File: config.mk
export PLATFORM = sky130hd
export DESIGN_NAME = qci_controller
export DESIGN_NICKNAME = d
export VERILOG_FILES = /design/src/qci_pkg.sv /design/src/qci_controller.sv
export SDC_FILE = /design/constraint.sdc
export NUM_CORES = 1
export LEC_CHECK = 0
export BUFFER_PORTS_ARGS = -buffer_cell sky130_fd_sc_hd__buf_2
export CAP_MARGIN = 20
export CORE_AREA = 2 2 39 41
export CTS_BUF_LIST = sky130_fd_sc_hd__clkbuf_8 sky130_fd_sc_hd__clkbuf_16
export DETAILED_ROUTE_END_ITERATION = 12
export DIE_AREA = 0 0 41 43
export PLACE_DENSITY = 0.74
export REMOVE_ABC_BUFFERS = 1
export SLEW_MARGIN = 0
export SYNTH_ARGS = -nofsm -noshare
export SYNTH_HDL_FRONTEND = slang
export SYNTH_SLANG_ARGS = --single-unit
File: constraint.sdc
create_clock -name clk -period 2.1 [get_ports clk]
set_input_delay 0.105 -clock clk [delete_from_list [all_inputs] [get_ports clk]]
set_output_delay 0.105 -clock clk [all_outputs]
set_load 0.01 [all_outputs]
File: src/qci_pkg.sv
// shared constants, codes and control types of the quadruple code interpreter
package qci_pkg;

  localparam int VALUE_DEPTH_DEF = 1024;
  localparam int STACK_DEPTH_DEF = 16;

  localparam int LINE_W     = 13;
  localparam int START_W    = 12;
  localparam int WORD_W     = 32;
  localparam int ARG1_W     = 14;
  localparam int ARG_W      = 13;
  localparam int OP_W       = 5;
  localparam int SIDX_W     = 11;
  localparam int FAULT_W    = 2;
  localparam int CFG_IDX_W  = 2;
  localparam int CFG_DATA_W = 16;

  localparam logic [OP_W-1:0] OP_OUT   = 5'd0;
  localparam logic [OP_W-1:0] OP_IN    = 5'd1;
  localparam logic [OP_W-1:0] OP_ADD   = 5'd2;
  localparam logic [OP_W-1:0] OP_SUB   = 5'd3;
  localparam logic [OP_W-1:0] OP_COPY  = 5'd4;
  localparam logic [OP_W-1:0] OP_DIV   = 5'd5;
  localparam logic [OP_W-1:0] OP_MOD   = 5'd6;
  localparam logic [OP_W-1:0] OP_GT    = 5'd7;
  localparam logic [OP_W-1:0] OP_LT    = 5'd8;
  localparam logic [OP_W-1:0] OP_LE    = 5'd9;
  localparam logic [OP_W-1:0] OP_GE    = 5'd10;
  localparam logic [OP_W-1:0] OP_EQ    = 5'd11;
  localparam logic [OP_W-1:0] OP_NE    = 5'd12;
  localparam logic [OP_W-1:0] OP_PARAM = 5'd13;
  localparam logic [OP_W-1:0] OP_GOTO  = 5'd14;
  localparam logic [OP_W-1:0] OP_CALL  = 5'd15;
  localparam logic [OP_W-1:0] OP_RET   = 5'd16;

  localparam logic ACT_LOAD = 1'b0;

  localparam logic [ARG1_W-1:0] ARG_VALUE_OUT = '1;

  localparam logic [FAULT_W-1:0] FAULT_NONE  = 2'd0;
  localparam logic [FAULT_W-1:0] FAULT_DIV0  = 2'd1;
  localparam logic [FAULT_W-1:0] FAULT_STACK = 2'd2;

  localparam logic [CFG_IDX_W-1:0] CFG_START_LINE = 2'd0;
  localparam logic [CFG_IDX_W-1:0] CFG_PROG_LEN   = 2'd1;

  typedef enum logic [1:0] {
    RD_X,
    RD_Y,
    RD_P
  } rd_sel_t;

  typedef struct packed {
    logic    in_ready;
    logic    clr_we;
    rd_sel_t rd_sel;
    logic    lat_x;
    logic    lat_y;
    logic    lat_p;
    logic    div_start;
    logic    exec;
    logic    out_load;
  } cmd_t;

  typedef struct packed {
    logic in_valid;
    logic clear_last;
    logic skip_reads;
    logic need_div;
    logic div_done;
    logic out_free;
  } sts_t;

endpackage

File: src/qci_controller.sv
// interpreter sequencer: store clearing, operand reads, divide wait, result handoff
module qci_controller (
  input  logic          clk,
  input  logic          rst_n,
  input  qci_pkg::sts_t sts,
  output qci_pkg::cmd_t cmd
);

  typedef enum logic [8:0] {
    ST_CLEAR = 9'b000000001,
    ST_IDLE  = 9'b000000010,
    ST_RDX   = 9'b000000100,
    ST_RDY   = 9'b000001000,
    ST_RDP   = 9'b000010000,
    ST_WAITP = 9'b000100000,
    ST_EXEC  = 9'b001000000,
    ST_DIV   = 9'b010000000,
    ST_FIN   = 9'b100000000
  } state_t;

  state_t state_r, state_nxt;

  always_comb begin
    state_nxt = state_r;
    cmd       = '0;
    cmd.rd_sel = qci_pkg::RD_X;
    case (state_r)
      ST_CLEAR: begin
        cmd.clr_we = 1'b1;
        if (sts.clear_last) begin
          state_nxt = ST_IDLE;
        end
      end
      ST_IDLE: begin
        cmd.in_ready = 1'b1;
        if (sts.in_valid) begin
          state_nxt = ST_RDX;
        end
      end
      ST_RDX: begin
        cmd.rd_sel = qci_pkg::RD_X;
        state_nxt  = sts.skip_reads ? ST_EXEC : ST_RDY;
      end
      ST_RDY: begin
        cmd.rd_sel = qci_pkg::RD_Y;
        cmd.lat_x  = 1'b1;
        state_nxt  = ST_RDP;
      end
      ST_RDP: begin
        cmd.rd_sel = qci_pkg::RD_P;
        cmd.lat_y  = 1'b1;
        state_nxt  = ST_WAITP;
      end
      ST_WAITP: begin
        cmd.rd_sel = qci_pkg::RD_P;
        cmd.lat_p  = 1'b1;
        state_nxt  = ST_EXEC;
      end
      ST_EXEC: begin
        if (sts.need_div) begin
          cmd.div_start = 1'b1;
          state_nxt     = ST_DIV;
        end else begin
          cmd.exec  = 1'b1;
          state_nxt = ST_FIN;
        end
      end
      ST_DIV: begin
        if (sts.div_done) begin
          cmd.exec  = 1'b1;
          state_nxt = ST_FIN;
        end
      end
      ST_FIN: begin
        if (sts.out_free) begin
          cmd.out_load = 1'b1;
          state_nxt    = ST_IDLE;
        end
      end
      default: state_nxt = ST_IDLE;
    endcase
  end

  always_ff @(posedge clk) begin
    if (!rst_n) begin
      state_r <= ST_CLEAR;
    end else begin
      state_r <= state_nxt;
    end
  end

endmodule

Yosys cells after proc, flatten, opt, wreduce, memory -nomap -nowiden. Index checks and enable logic that the tools add are counted.

Bits of input ports: 8. Register bits after elaboration: 9.

Mux-type cells: 20. Eq/ne operators: 13. Reductions and logical operators: 2.

Operator list (count): case mux 9 bit (9 select lines) (1); two-way mux 9 bit (5); two-way mux 1 bit (11); equality test 9 x 1 -> 1 bit (second input constant) (1); equality test 9 x 2 -> 1 bit (second input constant) (1); equality test 9 x 3 -> 1 bit (second input constant) (1); equality test 9 x 4 -> 1 bit (second input constant) (1); equality test 9 x 5 -> 1 bit (second input constant) (1); equality test 9 x 6 -> 1 bit (second input constant) (1); equality test 9 x 7 -> 1 bit (second input constant) (1); equality test 9 x 8 -> 1 bit (second input constant) (1); equality test 9 bit (second input constant) (1); inequality test 2 bit (second input constant) (4); two-way mux 7 bit (1); case mux 2 bit (2 select lines) (1); AND reduction 4 bit (1); case mux 1 bit (2 select lines) (1); OR reduction 2 bit (1).

Depth between registers and ports, before layout. Gate-level depths: netlist of run 1.

Word-level depth: 3. Gate-level depth with buffers: 5. Mapped depth without buffers: 4.

Worst setup path after synthesis of run 1. OpenSTA, ideal clock, no wires.

Path type: register to register. Start: register state_r[7]. End: register state_r[5]. Clock period less this slack: 1.849 ns. Setup time: 0.074 ns. Arrival time: 1.775 ns. Required time: 2.026 ns. Stages on the path, launching flop included: 6. Slack: 0.251 ns. Cells stage by stage: dfxtp_1 -> buf_6 -> or4_4 -> or3_4 -> nor3b_2 -> nor3b_2.

Longest elaborated chain between the ends: 3. Elaborated cells between the ends (all ways): 15.

Ends and longest elaborated chain: from (decl) (RTL line qci_controller.sv:21) `state_t state_r, state_nxt;`; from (signal assigned) (RTL line qci_controller.sv:88) `state_r <= state_nxt;`; equality test 9 x 2 -> 1 bit (tied with other cells) (RTL line qci_controller.sv:27) `case (state_r)`; inequality test 2 bit (no line); AND reduction 4 bit (no line).

Parallel ways exist; a longest one is shown, timed or not. A chain may end at the register's enable or synchronous reset.

==> results of run 1 <==
## layer usage
| layer | part of all wire (%) | wire length (um) | up-vias |
|---|---|---|---|
| li1 | - | - | 295 |
| met1 | 46 | 577 | 272 |
| met2 | 48 | 601 | 24 |
| met3 | 4.0 | 50 | 2 |
| met4 | 1.7 | 21 | 0 |
| met5 | 0 | 0 | - |
## path summary, 6_finish.rpt
check / from / to / cells past startpoint / slack [ps]
setup / recovery: state_r[7]$_SDFFE_PN0P_ / cmd[3] / 4 / 90
hold / removal: sts[3] / state_r[3]$_SDFFE_PN0P_ / 2 / 50
setup reg to reg: state_r[7]$_SDFFE_PN0P_ / state_r[5]$_SDFFE_PN0P_ / 4 / 360
hold reg to reg: state_r[2]$_SDFFE_PN0P_ / state_r[3]$_SDFFE_PN0P_ / 2 / 580
## critical path, cell delays in order, from the launching register on
cell	delay, ps
dfxtp_2	360
or4_4	570
or3_4	400
nor3b_2	180
buf_2	150
## Yosys cell counts (all sizes together)
| cell | instances |
|---|---|
| a31oi | 1 |
| and2 | 1 |
| and3 | 1 |
| and3b | 2 |
| and4 | 1 |
| and4b | 3 |
| buf | 1 |
| dfxtp | 9 |
| inv | 2 |
| nand2 | 2 |
| nand3 | 1 |
| nand3b | 1 |
| nand4b | 1 |
| nor2 | 8 |
| nor2b | 2 |
| nor3 | 1 |
| nor3b | 8 |
| nor4 | 2 |
| nor4b | 1 |
| o211ai | 1 |
| o21a | 3 |
| o21ai | 3 |
| o221ai | 1 |
| o2bb2ai | 2 |
| or2 | 1 |
| or3 | 1 |
| or4 | 1 |
| or4b | 3 |
| xnor2 | 1 |
| xor2 | 1 |
## layout make-up
type | count | area, um2 | share of cell area (%)
clock buffers | 3 | 41.29 | 5.622
clock inverters | 1 | 3.754 | 0.5111
inverters | 2 | 7.507 | 1.022
multi-input cells | 54 | 395.4 | 53.83
flip-flops and latches | 9 | 181.4 | 24.70
well taps | 16 | 20.02 | 2.726
repair buffers | 17 | 85.08 | 11.58
## cell families (layout without fill, tap and decap cells)
| group | after synthesis | after routing | share of synthesized area [%] |
|---|---|---|---|
| AO/OA/AOI/OAI | 11 | 11 | 13.05 |
| XOR/XNOR | 2 | 2 | 2.948 |
| buffers and inverters | 3 | 23 | 3.158 |
| AND/OR/NAND/NOR | 41 | 41 | 50.53 |
| flip-flops | 9 | 9 | 30.32 |
## where the power goes
part	switching (W)	internal [W]	total, W	leakage [nW]
combinational	0.0000309	0.0000278	0.0000587	0.218
clock	0.0000681	0.000127	0.000195	0.0269
sequential	0.00000747	0.000176	0.000184	0.0738
## stage by stage
step	hold WS, ps	area, um2	std cells	util (%)	total power [W]
6_report	47.82	734.5	102	53.07	0.0004377
5_1_grt	52.91	734.5	102	53.07	0.0004641
4_1_cts	46.60	733.2	102	52.98	0.0004405
3_5_place_dp	286.2	688.2	98	49.73	0.0002447
3_3_place_gp	284.0	688.2	98	49.73	0.0002443
2_1_floorplan	180.8	583.1	65	-	0.0002235
==> run summary, run 1 <==
Seq/Total Area, Yosys -> 30.32%
grt ovf -> 0
Hold WC Path Type -> in -> reg
Max Cap Violations -> 0
Crit. End Element -> output pin
worst path required time -> 2000 ps
hpwl dp -> 929.6 um
Total Neg Setup Slack -> 0 ps
clk slew on worst S/H paths -> 50 ps
Setup WS pre-CTS -> 270.7 ps
CTS tree -> done
clk_lat worst skew -> 230 ps
CTS Buf Count -> 3
max reg flops -> 9
H-tree levels -> 1
grt peak-use layer -> met1
Worst slew margin -> 69.79%
global routing usage on met1 -> 25.49%
setup ws final -> 92.52 ps
Post-CTS Setup Repair Bufs -> 0
antenna violations before repair -> 0
GR Util All Layers -> 17.76%
Synth area leaders -> dfxtp_1 (30%), nor3b_1 (6.3%), nor3b_2 (6.3%), and4b_1 (5.1%), or4b_2 (5.1%)
Synth Register Bits -> 9
# rows -> 14
post-layout min period -> 2007 ps
Vias per Instance -> 5.814
Pleak -> 0.3186 nW
Synth cell types -> 31
core area -> 0.001384 mm2
Hold Vio Cnt, Final -> 0
Mean Syn Cell Area -> 9.005 um2
largest net degree at the start of global routing -> 11
largest registers -> state_r: 9 flops
CP Data Arrival Time -> 1900 ps
IO Count -> 18
Max VDD drop -> 0.3446 mV
FMAX -> 498.1 MHz
Post-Syn Instances -> 66
commonest non-fill, non-tap cell in the layout -> buf_2
first-pass GRT wire length -> 2166 um
RSZ-0062 raised after global routing -> false
Post-DRT Antenna Nets -> 0
vias in the first global route -> 534
drt pass-1 iters -> 5
Setup CP Type -> reg -> out
nets -> 95
Die H -> 43 um
via count -> 593
pin slew with the least headroom to its limit -> 449.7 ps
Startpoint Class -> flip-flop
Synth area leader -> dfxtp_1
area share of the largest cell type after synthesis -> 30.32%
n_diodes -> 0
period utilization -> 95.59%
# fillers -> 125
Pins Over Slew Limit -> 0
share of layout cells above drive strength 1 -> 34.88%
Power Density -> 596.0 mW/mm2
Starting Density -> 42.95%
PortBufs -> 17
Layout area overhead -> 23.58%
wire length per cell -> 12.25 um
die width -> 41 um
Synth Warn # -> 0
root buffer selected by CTS -> clkbuf_8
Post-Syn Area -> 594.3 um2
hold_buf cts -> 0
Setup Viol. Count Final -> 0
GP Congestion -> 0.7330
Reg with most FFs -> state_r
grt met3 use -> 3.141%
initial drt markers -> 12
status -> finished, final reports clean
Crit Path Max Fanout -> 10
most frequent cells in the layout -> buf_2 (17), nor2_1 (8), dfxtp_1 (8)
clk sinks -> 9
Resized cells post-CTS -> 0
die area -> 0.001763 mm2
DRC -> 0
WL final -> 1250 um
clk_skew -> 1.900 ps
clk buf depth -> 2
GR Util met2 -> 24.06%
Note: power is estimated with default switching activity, not from simulation.
==> run 2, diff against run 1 <==
- ABC_AREA: unset -> 1
- PLACE_DENSITY: 0.74 -> 0.75
==> run summary, run 2 <==
share of layout cells above drive strength 1 -> 29.91% (was 34.88%)
Worst Hold Slack -> 52.53 ps (was 47.82 ps)
Layout area overhead -> 24.74% (was 23.58%)
Total Neg Setup Slack -> 0 ps (unchanged)
hpwl dp -> 1049 um (was 929.6 um)
Max Cap Violations -> 0 (unchanged)
largest net degree at the start of global routing -> 7 (was 11)
Post-Syn Instances -> 96 (was 66)
wire length per cell -> 9.940 um (was 12.25 um)
Setup Viol. Count Final -> 0 (unchanged)
Synth cell types -> 19 (was 31)
IO Count -> 18 (unchanged)
Total Power -> 0.0004479 W (was 0.0004377 W)
Synth Register Bits -> 9 (unchanged)
hold_buf cts -> 0 (unchanged)
PortBufs -> 17 (unchanged)
Mean Syn Cell Area -> 6.321 um2 (was 9.005 um2)
CP Data Arrival Time -> 1470 ps (was 1900 ps)
Resized cells post-CTS -> 0 (unchanged)
Hold WC Path Type -> in -> reg (unchanged)
non-filler instance count after layout -> 133 (was 102)
clock network fraction of total power -> 43.7% (was 44.6%)
Starting Density -> 43.85% (was 42.95%)
clk sinks -> 9 (unchanged)
mux share of post-synthesis cell area -> 0% (unchanged)
Synth area leaders -> dfxtp_1 (30%), inv_1 (14%), nand2_1 (9.3%), nor2_1 (8.7%), nand3_1 (6.6%) (was dfxtp_1 (30%), nor3b_1 (6.3%), nor3b_2 (6.3%), and4b_1 (5.1%), or4b_2 (5.1%))
Post-synth top flop -> dfxtp_1 (unchanged)
count leader, synth -> inv_1 (was dfxtp_1)
post-synthesis xor/xnor area fraction -> 0% (was 2.947%)
nets -> 126 (was 95)
Synth Warn # -> 0 (unchanged)
die area -> 0.001763 mm2 (unchanged)
Synth async-reset ratio -> 0% (unchanged)
max reg flops -> 9 (unchanged)
number of synthesized flops with an enable pin -> 0 (unchanged)
CTS Buf Count -> 3 (unchanged)
design area -> 757.0 um2 (was 734.5 um2)
Internal Power -> 0.0003311 W (was 0.0003313 W)
clk buf depth -> 2 (unchanged)
H-tree levels -> 1 (unchanged)
die width -> 41 um (unchanged)
Post-Syn Area -> 606.8 um2 (was 594.3 um2)
Synth area leader -> dfxtp_1 (unchanged)
CTS tree -> done (unchanged)
area post-placement -> 711.9 um2 (was 688.2 um2)
clk_lat worst skew -> 230 ps (about the same)
Reg power frac -> 40.3% (was 42.0%)
largest registers -> state_r: 9 flops (unchanged)
clk slew on worst S/H paths -> 50 ps (about the same)
total placed cells including tap cells -> 129 (was 98)
Post-Synth Simple-Gate Area -> 49.48% (was 50.53%)
worst path required time -> 2000 ps (about the same)
Crit. End Element -> output pin (unchanged)
GR Util All Layers -> 18.45% (was 17.76%)
switching share of total power -> 26.09% (was 24.31%)
Power Density -> 591.7 mW/mm2 (was 596.0 mW/mm2)
drt pass-1 iters -> 4 (was 5)
Post-DRT Antenna Nets -> 0 (unchanged)
grt ovf -> 0 (unchanged)
initial drt markers -> 18 (was 12)
post-layout min period -> 1573 ps (was 2007 ps)
top cells by count, synth -> inv_1 (23), nand2_1 (15), nor2_1 (14) (was dfxtp_1 (9), nor2_1 (8), nor3b_1 (5))
Crit Path Max Fanout -> 5 (was 10)
first-pass GRT wire length -> 2214 um (was 2166 um)
root buffer selected by CTS -> clkbuf_8 (unchanged)
Seq/Total Area, Yosys -> 29.69% (was 30.32%)
post-synthesis adder-cell area fraction -> 0% (unchanged)
GP Congestion -> 0.7896 (was 0.7330)
Pins Over Slew Limit -> 0 (unchanged)
FMAX -> 635.8 MHz (was 498.1 MHz)
Pleak -> 0.4944 nW (was 0.3186 nW)
net switching power -> 0.0001169 W (was 0.0001064 W)
Synth Area in Compound Gates -> 5.361% (was 13.05%)
period utilization -> 74.89% (was 95.59%)
most frequent cells in the layout -> inv_1 (24), buf_2 (17), nand2_1 (15) (was buf_2 (17), nor2_1 (8), dfxtp_1 (8))
n_diodes -> 0 (unchanged)
RSZ-0062 raised after global routing -> false (unchanged)
# fillers -> 138 (was 125)
Reg with most FFs -> state_r (unchanged)
# rows -> 14 (unchanged)
Worst slew margin -> 82.03% (was 69.79%)
antenna violations before repair -> 0 (unchanged)
Setup CP Type -> reg -> out (unchanged)
status -> finished, final reports clean (unchanged)
commonest non-fill, non-tap cell in the layout -> inv_1 (was buf_2)
core area -> 0.001384 mm2 (unchanged)
area share of the largest cell type after synthesis -> 29.69% (was 30.32%)
clk_skew -> 4.509 ps (was 1.900 ps)
DRC -> 0 (unchanged)
Hold Vio Cnt, Final -> 0 (unchanged)
Die H -> 43 um (unchanged)
Startpoint Class -> flip-flop (unchanged)
WL final -> 1322 um (was 1250 um)
Post-CTS Setup Repair Bufs -> 0 (unchanged)
Max VDD drop -> 0.4962 mV (was 0.3446 mV)
pin slew with the least headroom to its limit -> 267.5 ps (was 449.7 ps)
vias in the first global route -> 556 (was 534)
Vias per Instance -> 4.744 (was 5.814)
largest family of logic cells by synthesized area -> simple AND/OR/NAND/NOR gates (unchanged)
combinational power share -> 16.0% (was 13.4%)
via count -> 631 (was 593)
[run 2: changes by cell type in the layout (fill, tap and decap cells not counted), moves of 4 or more]
cell,previous run,this run
inv_1,3,24
nand2_1,2,15
nand3_1,1,8
nor2_1,8,14
nor3b_1,5,0
nor2_2,0,4
[run 2: cells by family after synthesis]
group | count (synthesis)
buffers and inverters | 25
AND/OR/NAND/NOR | 57
AO/OA/AOI/OAI | 5
flip-flops | 9
[run 2: path summary, 6_finish.rpt]
kind,from,endpoint,slack (ps),cells past startpoint
max,state_r[2]$_SDFFE_PN0P_,cmd[1],530,6
min reg2reg,state_r[6]$_SDFFE_PN0P_,state_r[7]$_SDFFE_PN0P_,570,2
min,sts[3],state_r[3]$_SDFFE_PN0P_,50,2
max reg2reg,state_r[2]$_SDFFE_PN0P_,state_r[1]$_SDFFE_PN0P_,760,8
[run 2: area by class of cell]
class,instances,area (um2),share of cell area [%]
sequential,9,180.2,23.80
clock buffer,3,41.29,5.455
timing repair buffer,17,85.08,11.24
clock inverter,1,3.754,0.4959
multi-input combinational,62,332.8,43.97
inverter,25,93.84,12.40
tap,16,20.02,2.645
[run 2: per-stage QoR]
step | setup WS (ps) | utilization [%]
3_5_place_dp | 766.0 | 51.45
5_1_grt | 419.0 | 54.70
2_1_floorplan | 976.6 | -
6_report | 527.3 | 54.70
3_3_place_gp | 818.1 | 51.45
4_1_cts | 518.8 | 54.70
[run 2: worst max-delay path: stages, from the launching register on]
cell and delay [ps]:
dfxtp_1 310, nor2_1 180, nand2_2 140, nor2_4 140, nand3_1 140, o22ai_2 160, buf_2 160
[run 2: per-layer routing]
layer / global-route usage, % / vias up / wire length [um] / part of all wire [%]
li1: - / 334 / - / -
met1: 22.80 / 271 / 627 / 47
met2: 28.75 / 22 / 576 / 44
met3: 4.712 / 4 / 90 / 6.8
met4: 8.000 / 0 / 27 / 2.0
met5: 0 / - / 0 / 0
[run 2: power groups by stage]
stage | registers, W | clock network, W | logic [W]
final | 0.000181 | 0.000196 | 0.0000716
after global routing | 0.000181 | 0.000208 | 0.0000810
after CTS | 0.000181 | 0.000197 | 0.0000714
after detailed placement | 0.000184 | 0 | 0.0000702
after global placement | 0.000183 | 0 | 0.0000702
after floorplan | 0.000183 | 0 | 0.0000497
